<file path="config.mk">
export PLATFORM = sky130hd
export DESIGN_NAME = rocket_flight_event_sequencer_top_flat
export DESIGN_NICKNAME = d
export VERILOG_FILES = /design/src/rfes_pkg.sv /design/src/rfes_if.sv /design/src/rfes_front.sv /design/src/rfes_queue.sv /design/src/rfes_back.sv /design/src/rocket_flight_event_sequencer_top.sv /design/src/flat_wrapper.sv
export SDC_FILE = /design/constraint.sdc
export NUM_CORES = 2
export LEC_CHECK = 0
export ABC_CLOCK_PERIOD_IN_PS = 11600
export BUFFER_PORTS_ARGS = -buffer_cell sky130_fd_sc_hd__buf_4
export CAP_MARGIN = 40
export CORE_AREA = 10 10 342 426
export DETAILED_ROUTE_END_ITERATION = 10
export DIE_AREA = 0 0 352 436
export PLACE_DENSITY = 0.54
export SETUP_SLACK_MARGIN = 0.05
export SLEW_MARGIN = 20
export SYNTH_ARGS = -nofsm -noshare
export SYNTH_HDL_FRONTEND = slang
export SYNTH_SLANG_ARGS = --single-unit
</file>
<file path="constraint.sdc">
create_clock -name clock -period 11.6 [get_ports clock]
set_input_delay 0.58 -clock clock [delete_from_list [all_inputs] [get_ports clock]]
set_output_delay 0.58 -clock clock [all_outputs]
set_load 0.05 [all_outputs]
</file>
<file path="src/rfes_pkg.sv">
// Shared types and constants for the rocket flight event sequencer.
// No dependencies; every other file of the block uses this package, and all but rfes_if import it.
`timescale 1ns / 1ps
`default_nettype none

package rfes_pkg;

   localparam int CSR_INDEX_W = 3;
   localparam int CSR_DATA_W  = 32;

   typedef enum logic [CSR_INDEX_W-1:0] {
      CSR_LAUNCH_ACCEL_THRESHOLD = 3'd0,
      CSR_SEP_DELAY_MS           = 3'd1,
      CSR_SEP_ALT_FLOOR          = 3'd2,
      CSR_EJ1_DELAY_MS           = 3'd3,
      CSR_EJ2_DELAY_MS           = 3'd4,
      CSR_EJ_ALT_FLOOR           = 3'd5
   } csr_index_type;

   localparam logic [14:0] RST_LAUNCH_ACCEL_THRESHOLD = 15'd2943;
   localparam logic [31:0] RST_SEP_DELAY_MS           = 32'd5000;
   localparam logic [23:0] RST_SEP_ALT_FLOOR          = 24'd0;
   localparam logic [31:0] RST_EJ1_DELAY_MS           = 32'd10000;
   localparam logic [31:0] RST_EJ2_DELAY_MS           = 32'd12000;
   localparam logic [23:0] RST_EJ_ALT_FLOOR           = 24'd0;
   localparam logic [29:0] RST_THRESHOLD_SQ =
      30'(32'(RST_LAUNCH_ACCEL_THRESHOLD) * 32'(RST_LAUNCH_ACCEL_THRESHOLD));

   localparam logic [1:0] PHASE_CODE_READY     = 2'd0;
   localparam logic [1:0] PHASE_CODE_BOOST     = 2'd1;
   localparam logic [1:0] PHASE_CODE_SEPARATED = 2'd2;

   localparam int STATUS_BIT_ALT  = 0;
   localparam int STATUS_BIT_TIME = 1;

   typedef enum logic [2:0] {
      PHASE_READY     = 3'b001,
      PHASE_BOOST     = 3'b010,
      PHASE_SEPARATED = 3'b100
   } phase_type;

   typedef struct packed {
      logic [14:0]        launch_accel_threshold;
      logic [31:0]        sep_delay_ms;
      logic signed [23:0] sep_alt_floor;
      logic [31:0]        ej1_delay_ms;
      logic [31:0]        ej2_delay_ms;
      logic signed [23:0] ej_alt_floor;
   } cfg_type;

   typedef struct packed {
      logic [31:0] time_now_ms;
      logic        accel_updated;
      logic        baro_updated;
      logic        launch_hit;
      logic        sep_alt_ok;
      logic        eject_alt_ok;
   } event_type;

   function automatic logic [1:0] phase_code(input phase_type phase);
      logic [1:0] code;
      case (phase)
         PHASE_READY:     code = PHASE_CODE_READY;
         PHASE_BOOST:     code = PHASE_CODE_BOOST;
         PHASE_SEPARATED: code = PHASE_CODE_SEPARATED;
         default:         code = PHASE_CODE_READY;
      endcase
      return code;
   endfunction

endpackage

`default_nettype wire

</file>
<file path="src/rfes_if.sv">
// Channel interfaces of the sequencer: sample input, status result and register write.
// Depends on rfes_pkg for the register port widths.
`timescale 1ns / 1ps
`default_nettype none

interface rfes_req_if;
   logic               valid;
   logic               ready;
   logic [31:0]        time_now_ms;
   logic               accel_updated;
   logic               baro_updated;
   logic signed [15:0] accel_x;
   logic signed [15:0] accel_y;
   logic signed [15:0] accel_z;
   logic signed [23:0] altitude_cm;

   modport source (output valid, time_now_ms, accel_updated, baro_updated,
                   accel_x, accel_y, accel_z, altitude_cm, input ready);
   modport sink (input valid, time_now_ms, accel_updated, baro_updated,
                 accel_x, accel_y, accel_z, altitude_cm, output ready);
endinterface

interface rfes_rsp_if;
   logic       valid;
   logic       ready;
   logic [1:0] flight_phase;
   logic       launched;
   logic       separated;
   logic       eject1_fired;
   logic       eject2_fired;
   logic [1:0] separation_status;
   logic [1:0] eject1_status;
   logic [1:0] eject2_status;

   modport source (output valid, flight_phase, launched, separated, eject1_fired,
                   eject2_fired, separation_status, eject1_status, eject2_status,
                   input ready);
   modport sink (input valid, flight_phase, launched, separated, eject1_fired,
                 eject2_fired, separation_status, eject1_status, eject2_status,
                 output ready);
endinterface

interface rfes_csr_if;
   logic                                valid;
   logic                                ready;
   logic [rfes_pkg::CSR_INDEX_W-1:0]    index;
   logic [rfes_pkg::CSR_DATA_W-1:0]     data;

   modport source (output valid, index, data, input ready);
   modport sink (input valid, index, data, output ready);
endinterface

`default_nettype wire

</file>
<file path="src/rfes_front.sv">
// Front end: accepts samples, squares the acceleration axes and classifies each sample.
// Depends on rfes_pkg and rfes_if; feeds rfes_queue.
`timescale 1ns / 1ps
`default_nettype none

module rfes_front (
   input  wire              clock,
   input  wire              reset,
   rfes_req_if.sink         req_ch,
   input  wire rfes_pkg::cfg_type cfg,
   output logic             push_valid,
   input  wire              push_ready,
   output rfes_pkg::event_type push_event
);
   import rfes_pkg::*;

   logic               stage_valid_ff, stage_valid_in;
   logic [30:0]        sq_x_ff, sq_y_ff, sq_z_ff;
   logic [31:0]        time_ff;
   logic               acc_upd_ff, baro_upd_ff, sep_alt_ok_ff, ej_alt_ok_ff;
   logic [29:0]        thr_sq_ff, thr_sq_in;
   logic signed [31:0] prod_x, prod_y, prod_z;
   logic [31:0]        mag_sq;
   logic               accept;

   assign req_ch.ready = !stage_valid_ff || push_ready;
   assign accept       = req_ch.valid && req_ch.ready;

   assign prod_x    = req_ch.accel_x * req_ch.accel_x;
   assign prod_y    = req_ch.accel_y * req_ch.accel_y;
   assign prod_z    = req_ch.accel_z * req_ch.accel_z;
   assign thr_sq_in = 30'(32'(cfg.launch_accel_threshold) * 32'(cfg.launch_accel_threshold));

   always_comb begin
      stage_valid_in = stage_valid_ff;
      if (accept) begin
         stage_valid_in = 1'b1;
      end else if (push_ready) begin
         stage_valid_in = 1'b0;
      end
   end

   always_ff @(posedge clock) begin
      if (reset) begin
         stage_valid_ff <= 1'b0;
         thr_sq_ff      <= RST_THRESHOLD_SQ;
      end else begin
         stage_valid_ff <= stage_valid_in;
         thr_sq_ff      <= thr_sq_in;
      end
   end

   always_ff @(posedge clock) begin
      if (accept) begin
         sq_x_ff       <= 31'(unsigned'(prod_x));
         sq_y_ff       <= 31'(unsigned'(prod_y));
         sq_z_ff       <= 31'(unsigned'(prod_z));
         time_ff       <= req_ch.time_now_ms;
         acc_upd_ff    <= req_ch.accel_updated;
         baro_upd_ff   <= req_ch.baro_updated;
         sep_alt_ok_ff <= req_ch.altitude_cm >= cfg.sep_alt_floor;
         ej_alt_ok_ff  <= req_ch.altitude_cm >= cfg.ej_alt_floor;
      end
   end

   assign mag_sq = {1'b0, sq_x_ff} + {1'b0, sq_y_ff} + {1'b0, sq_z_ff};

   assign push_valid               = stage_valid_ff;
   assign push_event.time_now_ms   = time_ff;
   assign push_event.accel_updated = acc_upd_ff;
   assign push_event.baro_updated  = baro_upd_ff;
   assign push_event.launch_hit    = mag_sq >= {2'b00, thr_sq_ff};
   assign push_event.sep_alt_ok    = sep_alt_ok_ff;
   assign push_event.eject_alt_ok  = ej_alt_ok_ff;

endmodule

`default_nettype wire

</file>
<file path="src/rfes_queue.sv">
// Short first-in first-out queue of classified samples between front and back end.
// Depends on rfes_pkg for the entry type.
`timescale 1ns / 1ps
`default_nettype none

module rfes_queue #(
   parameter int DEPTH = 2
) (
   input  wire                 clock,
   input  wire                 reset,
   input  wire                 push_valid,
   output logic                push_ready,
   input  wire rfes_pkg::event_type push_event,
   output logic                pop_valid,
   input  wire                 pop_ready,
   output rfes_pkg::event_type pop_event
);
   import rfes_pkg::*;

   localparam int PW = (DEPTH > 1) ? $clog2(DEPTH) : 1;
   localparam int CW = $clog2(DEPTH + 1);

   event_type       mem [DEPTH];
   logic [PW-1:0]   wr_ptr_ff, wr_ptr_in, rd_ptr_ff, rd_ptr_in;
   logic [CW-1:0]   count_ff, count_in;
   logic            push, pop;

   assign push_ready = count_ff != CW'(DEPTH);
   assign pop_valid  = count_ff != '0;
   assign push       = push_valid && push_ready;
   assign pop        = pop_valid && pop_ready;
   assign pop_event  = mem[rd_ptr_ff];

   always_comb begin
      wr_ptr_in = wr_ptr_ff;
      rd_ptr_in = rd_ptr_ff;
      count_in  = count_ff;
      if (push) begin
         wr_ptr_in = (wr_ptr_ff == PW'(DEPTH - 1)) ? '0 : wr_ptr_ff + 1'b1;
      end
      if (pop) begin
         rd_ptr_in = (rd_ptr_ff == PW'(DEPTH - 1)) ? '0 : rd_ptr_ff + 1'b1;
      end
      if (push && !pop) begin
         count_in = count_ff + 1'b1;
      end else if (pop && !push) begin
         count_in = count_ff - 1'b1;
      end
   end

   always_ff @(posedge clock) begin
      if (reset) begin
         wr_ptr_ff <= '0;
         rd_ptr_ff <= '0;
         count_ff  <= '0;
      end else begin
         wr_ptr_ff <= wr_ptr_in;
         rd_ptr_ff <= rd_ptr_in;
         count_ff  <= count_in;
      end
   end

   always_ff @(posedge clock) begin
      if (push) begin
         mem[wr_ptr_ff] <= push_event;
      end
   end

endmodule

`default_nettype wire

</file>
<file path="src/rfes_back.sv">
// Back end: flight phase state machine, launch time, sticky status and the result register.
// Depends on rfes_pkg and rfes_if; drains rfes_queue.
`timescale 1ns / 1ps
`default_nettype none

module rfes_back (
   input  wire                 clock,
   input  wire                 reset,
   input  wire rfes_pkg::cfg_type   cfg,
   input  wire                 pop_valid,
   output logic                pop_ready,
   input  wire rfes_pkg::event_type pop_event,
   rfes_rsp_if.source          rsp_ch
);
   import rfes_pkg::*;

   phase_type   phase_ff, phase_in;
   logic [31:0] launch_time_ff, launch_time_in;
   logic        ej1_flag_ff, ej1_flag_in, ej2_flag_ff, ej2_flag_in;
   logic [1:0]  sep_bits_ff, sep_bits_in, ej1_bits_ff, ej1_bits_in;
   logic [1:0]  ej2_bits_ff, ej2_bits_in;
   logic        rsp_valid_ff, rsp_valid_in;
   logic [1:0]  rsp_phase_ff;
   logic [31:0] elapsed;
   logic        t_sep, t_ej1, t_ej2, alt_ej;
   logic        pop;

   assign pop_ready = !rsp_valid_ff || rsp_ch.ready;
   assign pop       = pop_valid && pop_ready;

   assign elapsed = pop_event.time_now_ms - launch_time_ff;
   assign t_sep   = elapsed > cfg.sep_delay_ms;
   assign t_ej1   = elapsed > cfg.ej1_delay_ms;
   assign t_ej2   = elapsed > cfg.ej2_delay_ms;
   assign alt_ej  = pop_event.eject_alt_ok;

   always_comb begin
      phase_in       = phase_ff;
      launch_time_in = launch_time_ff;
      ej1_flag_in    = ej1_flag_ff;
      ej2_flag_in    = ej2_flag_ff;
      sep_bits_in    = sep_bits_ff;
      ej1_bits_in    = ej1_bits_ff;
      ej2_bits_in    = ej2_bits_ff;
      case (phase_ff)
         PHASE_READY: begin
            if (pop_event.accel_updated && pop_event.launch_hit) begin
               phase_in       = PHASE_BOOST;
               launch_time_in = pop_event.time_now_ms;
            end
         end
         PHASE_BOOST: begin
            if (pop_event.baro_updated) begin
               sep_bits_in[STATUS_BIT_TIME] = sep_bits_ff[STATUS_BIT_TIME] | t_sep;
               sep_bits_in[STATUS_BIT_ALT]  = sep_bits_ff[STATUS_BIT_ALT] |
                                              pop_event.sep_alt_ok;
               if (&sep_bits_in) begin
                  phase_in = PHASE_SEPARATED;
               end
            end
         end
         PHASE_SEPARATED: begin
            if (pop_event.baro_updated) begin
               ej1_bits_in[STATUS_BIT_TIME] = ej1_bits_ff[STATUS_BIT_TIME] | t_ej1;
               ej1_bits_in[STATUS_BIT_ALT]  = ej1_bits_ff[STATUS_BIT_ALT] | alt_ej;
               ej1_flag_in = ej1_flag_ff | (t_ej1 & alt_ej);
               ej2_bits_in[STATUS_BIT_TIME] = ej2_bits_ff[STATUS_BIT_TIME] | t_ej2;
               ej2_bits_in[STATUS_BIT_ALT]  = ej2_bits_ff[STATUS_BIT_ALT] | alt_ej;
               ej2_flag_in = ej2_flag_ff | (&ej2_bits_in);
            end
         end
         default: begin
            phase_in = PHASE_READY;
         end
      endcase
   end

   always_comb begin
      rsp_valid_in = rsp_valid_ff;
      if (pop) begin
         rsp_valid_in = 1'b1;
      end else if (rsp_ch.ready) begin
         rsp_valid_in = 1'b0;
      end
   end

   always_ff @(posedge clock) begin
      if (reset) begin
         phase_ff       <= PHASE_READY;
         launch_time_ff <= '0;
         ej1_flag_ff    <= 1'b0;
         ej2_flag_ff    <= 1'b0;
         sep_bits_ff    <= '0;
         ej1_bits_ff    <= '0;
         ej2_bits_ff    <= '0;
         rsp_valid_ff   <= 1'b0;
      end else begin
         rsp_valid_ff <= rsp_valid_in;
         if (pop) begin
            phase_ff       <= phase_in;
            launch_time_ff <= launch_time_in;
            ej1_flag_ff    <= ej1_flag_in;
            ej2_flag_ff    <= ej2_flag_in;
            sep_bits_ff    <= sep_bits_in;
            ej1_bits_ff    <= ej1_bits_in;
            ej2_bits_ff    <= ej2_bits_in;
         end
      end
   end

   always_ff @(posedge clock) begin
      if (pop) begin
         rsp_phase_ff <= phase_code(phase_ff);
      end
   end

   assign rsp_ch.valid             = rsp_valid_ff;
   assign rsp_ch.flight_phase      = rsp_phase_ff;
   assign rsp_ch.launched          = phase_ff != PHASE_READY;
   assign rsp_ch.separated         = phase_ff == PHASE_SEPARATED;
   assign rsp_ch.eject1_fired      = ej1_flag_ff;
   assign rsp_ch.eject2_fired      = ej2_flag_ff;
   assign rsp_ch.separation_status = sep_bits_ff;
   assign rsp_ch.eject1_status     = ej1_bits_ff;
   assign rsp_ch.eject2_status     = ej2_bits_ff;

endmodule

`default_nettype wire

</file>
<file path="src/rocket_flight_event_sequencer_top.sv">
// Top level of the rocket flight event sequencer: register file and the three pipeline parts.
// Depends on rfes_pkg, rfes_if, rfes_front, rfes_queue and rfes_back.
`timescale 1ns / 1ps
`default_nettype none

// The sequencer takes one sensor sample per clock cycle while the result side takes its results
// and returns exactly one status result per sample, in order. A sample is registered in the front
// end, where the acceleration axes are squared, then passes a small queue of QUEUE_DEPTH entries
// and is applied to the flight state in the back end, whose result register then shows it. The
// sustained rate of one sample per cycle is set by the single state update in the back end.
// Register writes are accepted in every cycle; write them only while no sample is in flight.
// A sample accepted in the cycle after a write already uses the new values. Writes to an
// unknown register index are ignored.

module rocket_flight_event_sequencer_top #(
   parameter int QUEUE_DEPTH = 2
) (
   input  wire       clock,
   input  wire       reset,
   rfes_req_if.sink  req_ch,
   rfes_rsp_if.source rsp_ch,
   rfes_csr_if.sink  csr_ch
);
   import rfes_pkg::*;

   cfg_type   cfg_ff, cfg_in;
   logic      push_valid, push_ready, pop_valid, pop_ready;
   event_type push_event, pop_event;

   assign csr_ch.ready = 1'b1;

   always_comb begin
      cfg_in = cfg_ff;
      if (csr_ch.valid) begin
         case (csr_index_type'(csr_ch.index))
            CSR_LAUNCH_ACCEL_THRESHOLD: cfg_in.launch_accel_threshold = csr_ch.data[14:0];
            CSR_SEP_DELAY_MS:           cfg_in.sep_delay_ms           = csr_ch.data;
            CSR_SEP_ALT_FLOOR:          cfg_in.sep_alt_floor          = csr_ch.data[23:0];
            CSR_EJ1_DELAY_MS:           cfg_in.ej1_delay_ms           = csr_ch.data;
            CSR_EJ2_DELAY_MS:           cfg_in.ej2_delay_ms           = csr_ch.data;
            CSR_EJ_ALT_FLOOR:           cfg_in.ej_alt_floor           = csr_ch.data[23:0];
            default:                    cfg_in = cfg_ff;
         endcase
      end
   end

   always_ff @(posedge clock) begin
      if (reset) begin
         cfg_ff.launch_accel_threshold <= RST_LAUNCH_ACCEL_THRESHOLD;
         cfg_ff.sep_delay_ms           <= RST_SEP_DELAY_MS;
         cfg_ff.sep_alt_floor          <= RST_SEP_ALT_FLOOR;
         cfg_ff.ej1_delay_ms           <= RST_EJ1_DELAY_MS;
         cfg_ff.ej2_delay_ms           <= RST_EJ2_DELAY_MS;
         cfg_ff.ej_alt_floor           <= RST_EJ_ALT_FLOOR;
      end else begin
         cfg_ff <= cfg_in;
      end
   end

   rfes_front u_front (
      .clock      (clock),
      .reset      (reset),
      .req_ch     (req_ch),
      .cfg        (cfg_ff),
      .push_valid (push_valid),
      .push_ready (push_ready),
      .push_event (push_event)
   );

   rfes_queue #(
      .DEPTH (QUEUE_DEPTH)
   ) u_queue (
      .clock      (clock),
      .reset      (reset),
      .push_valid (push_valid),
      .push_ready (push_ready),
      .push_event (push_event),
      .pop_valid  (pop_valid),
      .pop_ready  (pop_ready),
      .pop_event  (pop_event)
   );

   rfes_back u_back (
      .clock     (clock),
      .reset     (reset),
      .cfg       (cfg_ff),
      .pop_valid (pop_valid),
      .pop_ready (pop_ready),
      .pop_event (pop_event),
      .rsp_ch    (rsp_ch)
   );

endmodule

`default_nettype wire

</file>
<file path="src/flat_wrapper.sv">
// flat-port wrapper written by rule: the top's interface ports become plain ports
module rocket_flight_event_sequencer_top_flat import rfes_pkg::*;
#(
   parameter int QUEUE_DEPTH = 2
)
  (clock, reset, req_ch_valid, req_ch_time_now_ms, req_ch_accel_updated, req_ch_baro_updated, req_ch_accel_x, req_ch_accel_y, req_ch_accel_z, req_ch_altitude_cm, req_ch_ready, rsp_ch_valid, rsp_ch_flight_phase, rsp_ch_launched, rsp_ch_separated, rsp_ch_eject1_fired, rsp_ch_eject2_fired, rsp_ch_separation_status, rsp_ch_eject1_status, rsp_ch_eject2_status, rsp_ch_ready, csr_ch_valid, csr_ch_index, csr_ch_data, csr_ch_ready);
  rfes_req_if req_ch_i ();
  rfes_rsp_if rsp_ch_i ();
  rfes_csr_if csr_ch_i ();
  input  wire clock;
  input  wire reset;
  input wire logic [$bits(req_ch_i.valid)-1:0] req_ch_valid;
  input wire logic [$bits(req_ch_i.time_now_ms)-1:0] req_ch_time_now_ms;
  input wire logic [$bits(req_ch_i.accel_updated)-1:0] req_ch_accel_updated;
  input wire logic [$bits(req_ch_i.baro_updated)-1:0] req_ch_baro_updated;
  input wire logic [$bits(req_ch_i.accel_x)-1:0] req_ch_accel_x;
  input wire logic [$bits(req_ch_i.accel_y)-1:0] req_ch_accel_y;
  input wire logic [$bits(req_ch_i.accel_z)-1:0] req_ch_accel_z;
  input wire logic [$bits(req_ch_i.altitude_cm)-1:0] req_ch_altitude_cm;
  output wire logic [$bits(req_ch_i.ready)-1:0] req_ch_ready;
  output wire logic [$bits(rsp_ch_i.valid)-1:0] rsp_ch_valid;
  output wire logic [$bits(rsp_ch_i.flight_phase)-1:0] rsp_ch_flight_phase;
  output wire logic [$bits(rsp_ch_i.launched)-1:0] rsp_ch_launched;
  output wire logic [$bits(rsp_ch_i.separated)-1:0] rsp_ch_separated;
  output wire logic [$bits(rsp_ch_i.eject1_fired)-1:0] rsp_ch_eject1_fired;
  output wire logic [$bits(rsp_ch_i.eject2_fired)-1:0] rsp_ch_eject2_fired;
  output wire logic [$bits(rsp_ch_i.separation_status)-1:0] rsp_ch_separation_status;
  output wire logic [$bits(rsp_ch_i.eject1_status)-1:0] rsp_ch_eject1_status;
  output wire logic [$bits(rsp_ch_i.eject2_status)-1:0] rsp_ch_eject2_status;
  input wire logic [$bits(rsp_ch_i.ready)-1:0] rsp_ch_ready;
  input wire logic [$bits(csr_ch_i.valid)-1:0] csr_ch_valid;
  input wire logic [$bits(csr_ch_i.index)-1:0] csr_ch_index;
  input wire logic [$bits(csr_ch_i.data)-1:0] csr_ch_data;
  output wire logic [$bits(csr_ch_i.ready)-1:0] csr_ch_ready;
  assign req_ch_i.valid = req_ch_valid;
  assign req_ch_i.time_now_ms = req_ch_time_now_ms;
  assign req_ch_i.accel_updated = req_ch_accel_updated;
  assign req_ch_i.baro_updated = req_ch_baro_updated;
  assign req_ch_i.accel_x = req_ch_accel_x;
  assign req_ch_i.accel_y = req_ch_accel_y;
  assign req_ch_i.accel_z = req_ch_accel_z;
  assign req_ch_i.altitude_cm = req_ch_altitude_cm;
  assign req_ch_ready = req_ch_i.ready;
  assign rsp_ch_valid = rsp_ch_i.valid;
  assign rsp_ch_flight_phase = rsp_ch_i.flight_phase;
  assign rsp_ch_launched = rsp_ch_i.launched;
  assign rsp_ch_separated = rsp_ch_i.separated;
  assign rsp_ch_eject1_fired = rsp_ch_i.eject1_fired;
  assign rsp_ch_eject2_fired = rsp_ch_i.eject2_fired;
  assign rsp_ch_separation_status = rsp_ch_i.separation_status;
  assign rsp_ch_eject1_status = rsp_ch_i.eject1_status;
  assign rsp_ch_eject2_status = rsp_ch_i.eject2_status;
  assign rsp_ch_i.ready = rsp_ch_ready;
  assign csr_ch_i.valid = csr_ch_valid;
  assign csr_ch_i.index = csr_ch_index;
  assign csr_ch_i.data = csr_ch_data;
  assign csr_ch_ready = csr_ch_i.ready;
  rocket_flight_event_sequencer_top #(.QUEUE_DEPTH(QUEUE_DEPTH)) u_core (.clock(clock), .reset(reset), .req_ch(req_ch_i), .rsp_ch(rsp_ch_i), .csr_ch(csr_ch_i));
endmodule
</file>
==> metrics.txt <==
post-layout net count=7469; most frequent cells in the layout=inv_1 (1387), fa_1 (856), nand2_1 (651), ha_1 (577), a21oi_1 (299); CTS tree=built; number of placement rows=152; EDFF count, synth=202; CTS root buf=clkbuf_16; number of clock sinks seen by CTS=440; clock-pin slew on the worst setup and hold paths=0.07 ns; largest family of logic cells by synthesized area=adder cells; fin util=0.4332; leading post-synthesis cells by cell area=fa_1 (31%), ha_1 (13%), edfxtp_1 (11%); width of the chip=352 um; overall die area=153500 um2; synthesized area=54470 um2; number of resized instances in the post-cts repair step=0; initial standard-cell utilization of the core=0.3973; Core Footprint=137100 um2; mean instance size in the synthesized netlist=9.373 um2; worst slew pin tran=0.8527 ns; Hold Crit Class=primary input to flip-flop; cell at the slowest stage of the critical path=dfxtp_1; relative max-transition margin=0.4315; Worst Setup Path Type=flip-flop to flip-flop; final hold violation count=0; setup repair after global routing missed its margin=false; Worst Setup SP=u_core.cfg_ff[146]; wire length reported by the detailed router=134900 um; post-synthesis compound-gate area fraction=0.08310; adder-cell area share of the yosys netlist=0.4471; cts hold-fix bufs=0; Inserted Clock Buffers=49; most used cell, CP=fa_1; final antenna diode count=0; Final min period=6.907 ns; Max-Cap Viols=0; CP Data Required Time=12.09 ns; number of buffer and inverter stages on the critical path=3; share of synthesized area occupied by flip-flops and latches=0.1988; setup repair bufs after CTS=0; wire length of the first global-routing pass=218600 um; worst clock skew=0.02333 ns; detailed-placement wirelength estimate=108900 um; post-route cell area=59390 um2; most common cell after layout, fill and taps aside=inv_1; startpoint type of the worst setup path=flip-flop; share of cells above drive strength 1=0.06120; multiplexer area fraction after synthesis=0.01449; endpoint of the most critical setup path=u_core.u_front.thr_sq_ff[29]; largest net degree at the start of global routing=82; number of instances in the synthesized netlist=5812; quantity of I/O buffers inserted on ports=159; Longest Clk Path Bufs=3; total overflow reported by the global router=0; number of logic stages on the critical path including buffering=20; Simple-Gate Fraction of Synth Area=0.1162; endpoints failing setup=0; Async SR Flop Fraction=0; vertical die dimension=436 um; number of global-route vias before repair=40.91k; share of the synthesized area in the top cell type=0.3146; peak per-stage delay on the critical path=0.87 ns; Max Fclk=144.8 MHz; count of pins on the block boundary=161; initial drt markers=1754; Syn-to-layout area delta=9.034%; worst flop-to-flop path startpoint=u_core.cfg_ff[146]; FF-to-FF End=u_core.u_front.thr_sq_ff[29]; last weighted congestion value of the routability-driven placer=0.8744; Yosys top cell by area=fa_1; CTS H-tree depth=2; chain of cells forming the critical path=nand2_1 > fa_1 > fa_1 > inv_1 > fa_1 > inv_1 > fa_1 > fa_1 > inv_1 > fa_1 > ha_1 > or4_4 > a21oi_2 > nor3_2 > o31ai_4 > a211oi_2 > o21ai_2 > a211oi_2 > o31ai_1 > mux2_2; total routing usage reported by global routing=0.1770; post-detailed-route via-to-cell ratio=4.857; synthesized flop and latch total=440; CP Max Fanout=17; ratio of final minimum period to clock period=0.5954; warnings from Yosys=0; flop-to-flop setup slack=4.69 ns; Synth cell types=81; antenna violations before repair=2; post-route ant nets=0; DRC viols=0; total negative slack for setup checks=0 ns; most used flip-flop cell after synthesis=dfxtp_1; top cell family by delay on the critical path=adder cells; critical path data arrival time=7.40 ns; Worst Setup End Kind=flip-flop; placed cell areas=57630 um2; R2R depth=20; total vias in the final route=37.78k; number of iterations in the first detailed-routing pass=5; synthesized-area fraction occupied by xor and xnor cells=0.03312; clock insertion delay at the later pin of the skew report=0.61 ns; WL per Instance=17.34 um; count of final max-slew check failures=0; result of the run=completed
[per-stage QoR]
step,cells,setup slack (ns),hold WS [ns]
after floorplan,5814,5.049,0.4215
after global placement,7679,4.459,0.4229
after detailed placement,7684,4.363,0.4315
after CTS,7776,4.670,0.1078
after global routing,7779,4.331,0.1197
final,7779,4.693,0.1498
[layout make-up]
class                           instances  area [um2]
Fill cell                           13440       77730
Sequential cell                       440       10830
Tap cell                             1848        2312
Clock inverter                         33       380.4
Clock buffer                           59        1336
Multi-Input combinational cell       3823       37850
Timing Repair Buffer                  186        1463
Inverter                             1390        5218
[cell families (layout without fill, tap and decap cells)]
logic type               Yosys count  in the layout
buffers and inverters           1551           1668
flip-flops                       440            440
AO/OA/AOI/OAI                    717            717
AND/OR/NAND/NOR                 1389           1389
XOR/XNOR                         206            206
multiplexers                      74             74
adder cells (fa/ha/maj)         1433           1433
other                              2              4
[worst min-delay path by stage]
stage	depth (start not counted)	endpoint	slack (ns)	startpoint
2_1_floorplan	0	u_core.u_queue.mem[0][0]	0.42	u_core.u_front.ej_alt_ok_ff
3_3_place_gp	0	u_core.u_queue.mem[0][7]	0.42	u_core.u_front.time_ff[2]
3_5_place_dp	0	u_core.u_queue.mem[1][33]	0.43	u_core.u_front.time_ff[28]
4_1_cts	1	u_core.u_front.time_ff[19]	0.11	req_ch_time_now_ms[19]
5_1_grt	1	u_core.u_front.time_ff[19]	0.12	req_ch_time_now_ms[19]
6_report	1	u_core.u_front.time_ff[19]	0.15	req_ch_time_now_ms[19]
[sequential cells by signal, indices dropped and copies added (netlist names), 2 cells and up, named ones only]
name and cells:
u_core.u_queue.count_ff 2, u_core.u_back.rsp_ch.flight_phase 2, u_core.u_front.sq_x_ff 30, u_core.u_back.rsp_ch.eject1_status 2
u_core.u_front.time_ff 32, u_core.u_front.sq_z_ff 30, u_core.u_back.rsp_ch.separation_status 2, u_core.u_front.thr_sq_ff 29
u_core.cfg_ff 159, u_core.u_queue.mem 74, u_core.u_back.phase_ff 3, u_core.u_back.rsp_ch.eject2_status 2
u_core.u_front.sq_y_ff 30, u_core.u_back.launch_time_ff 32
[synthesized netlist by cell type, drive strengths merged, types with 6 or more instances]
| library cell | count |
|---|---|
| o21bai | 22 |
| a211oi | 24 |
| buf | 10 |
| dfxtp | 238 |
| or3 | 10 |
| a21oi | 301 |
| edfxtp | 202 |
| o31ai | 9 |
| nor3 | 46 |
| o211ai | 16 |
| a31oi | 22 |
| clkbuf | 151 |
| nand4 | 34 |
| mux2 | 39 |
| nand3 | 48 |
| a31o | 13 |
| o21a | 44 |
| and3 | 27 |
| a211o | 7 |
| o21ai | 102 |
| inv | 1387 |
| nor2b | 51 |
| fa | 856 |
| ha | 577 |
| a21o | 104 |
| nor2 | 272 |
| and2 | 152 |
| mux2i | 35 |
| nand3b | 19 |
| or2 | 12 |
| nor4 | 10 |
| a221oi | 6 |
| nand2b | 42 |
| nand2 | 651 |
| xor2 | 46 |
| xnor2 | 160 |
[per-layer routing]
metal	share of wire	global-route usage
met2	0.53	0.3319
met5	0	0
met4	0.038	0.06092
met3	0.029	0.01550
met1	0.40	0.2091
Power is left out: the tool's default activity adds up to more than one toggle a clock period on the data nets, which glitch-free logic cannot reach.
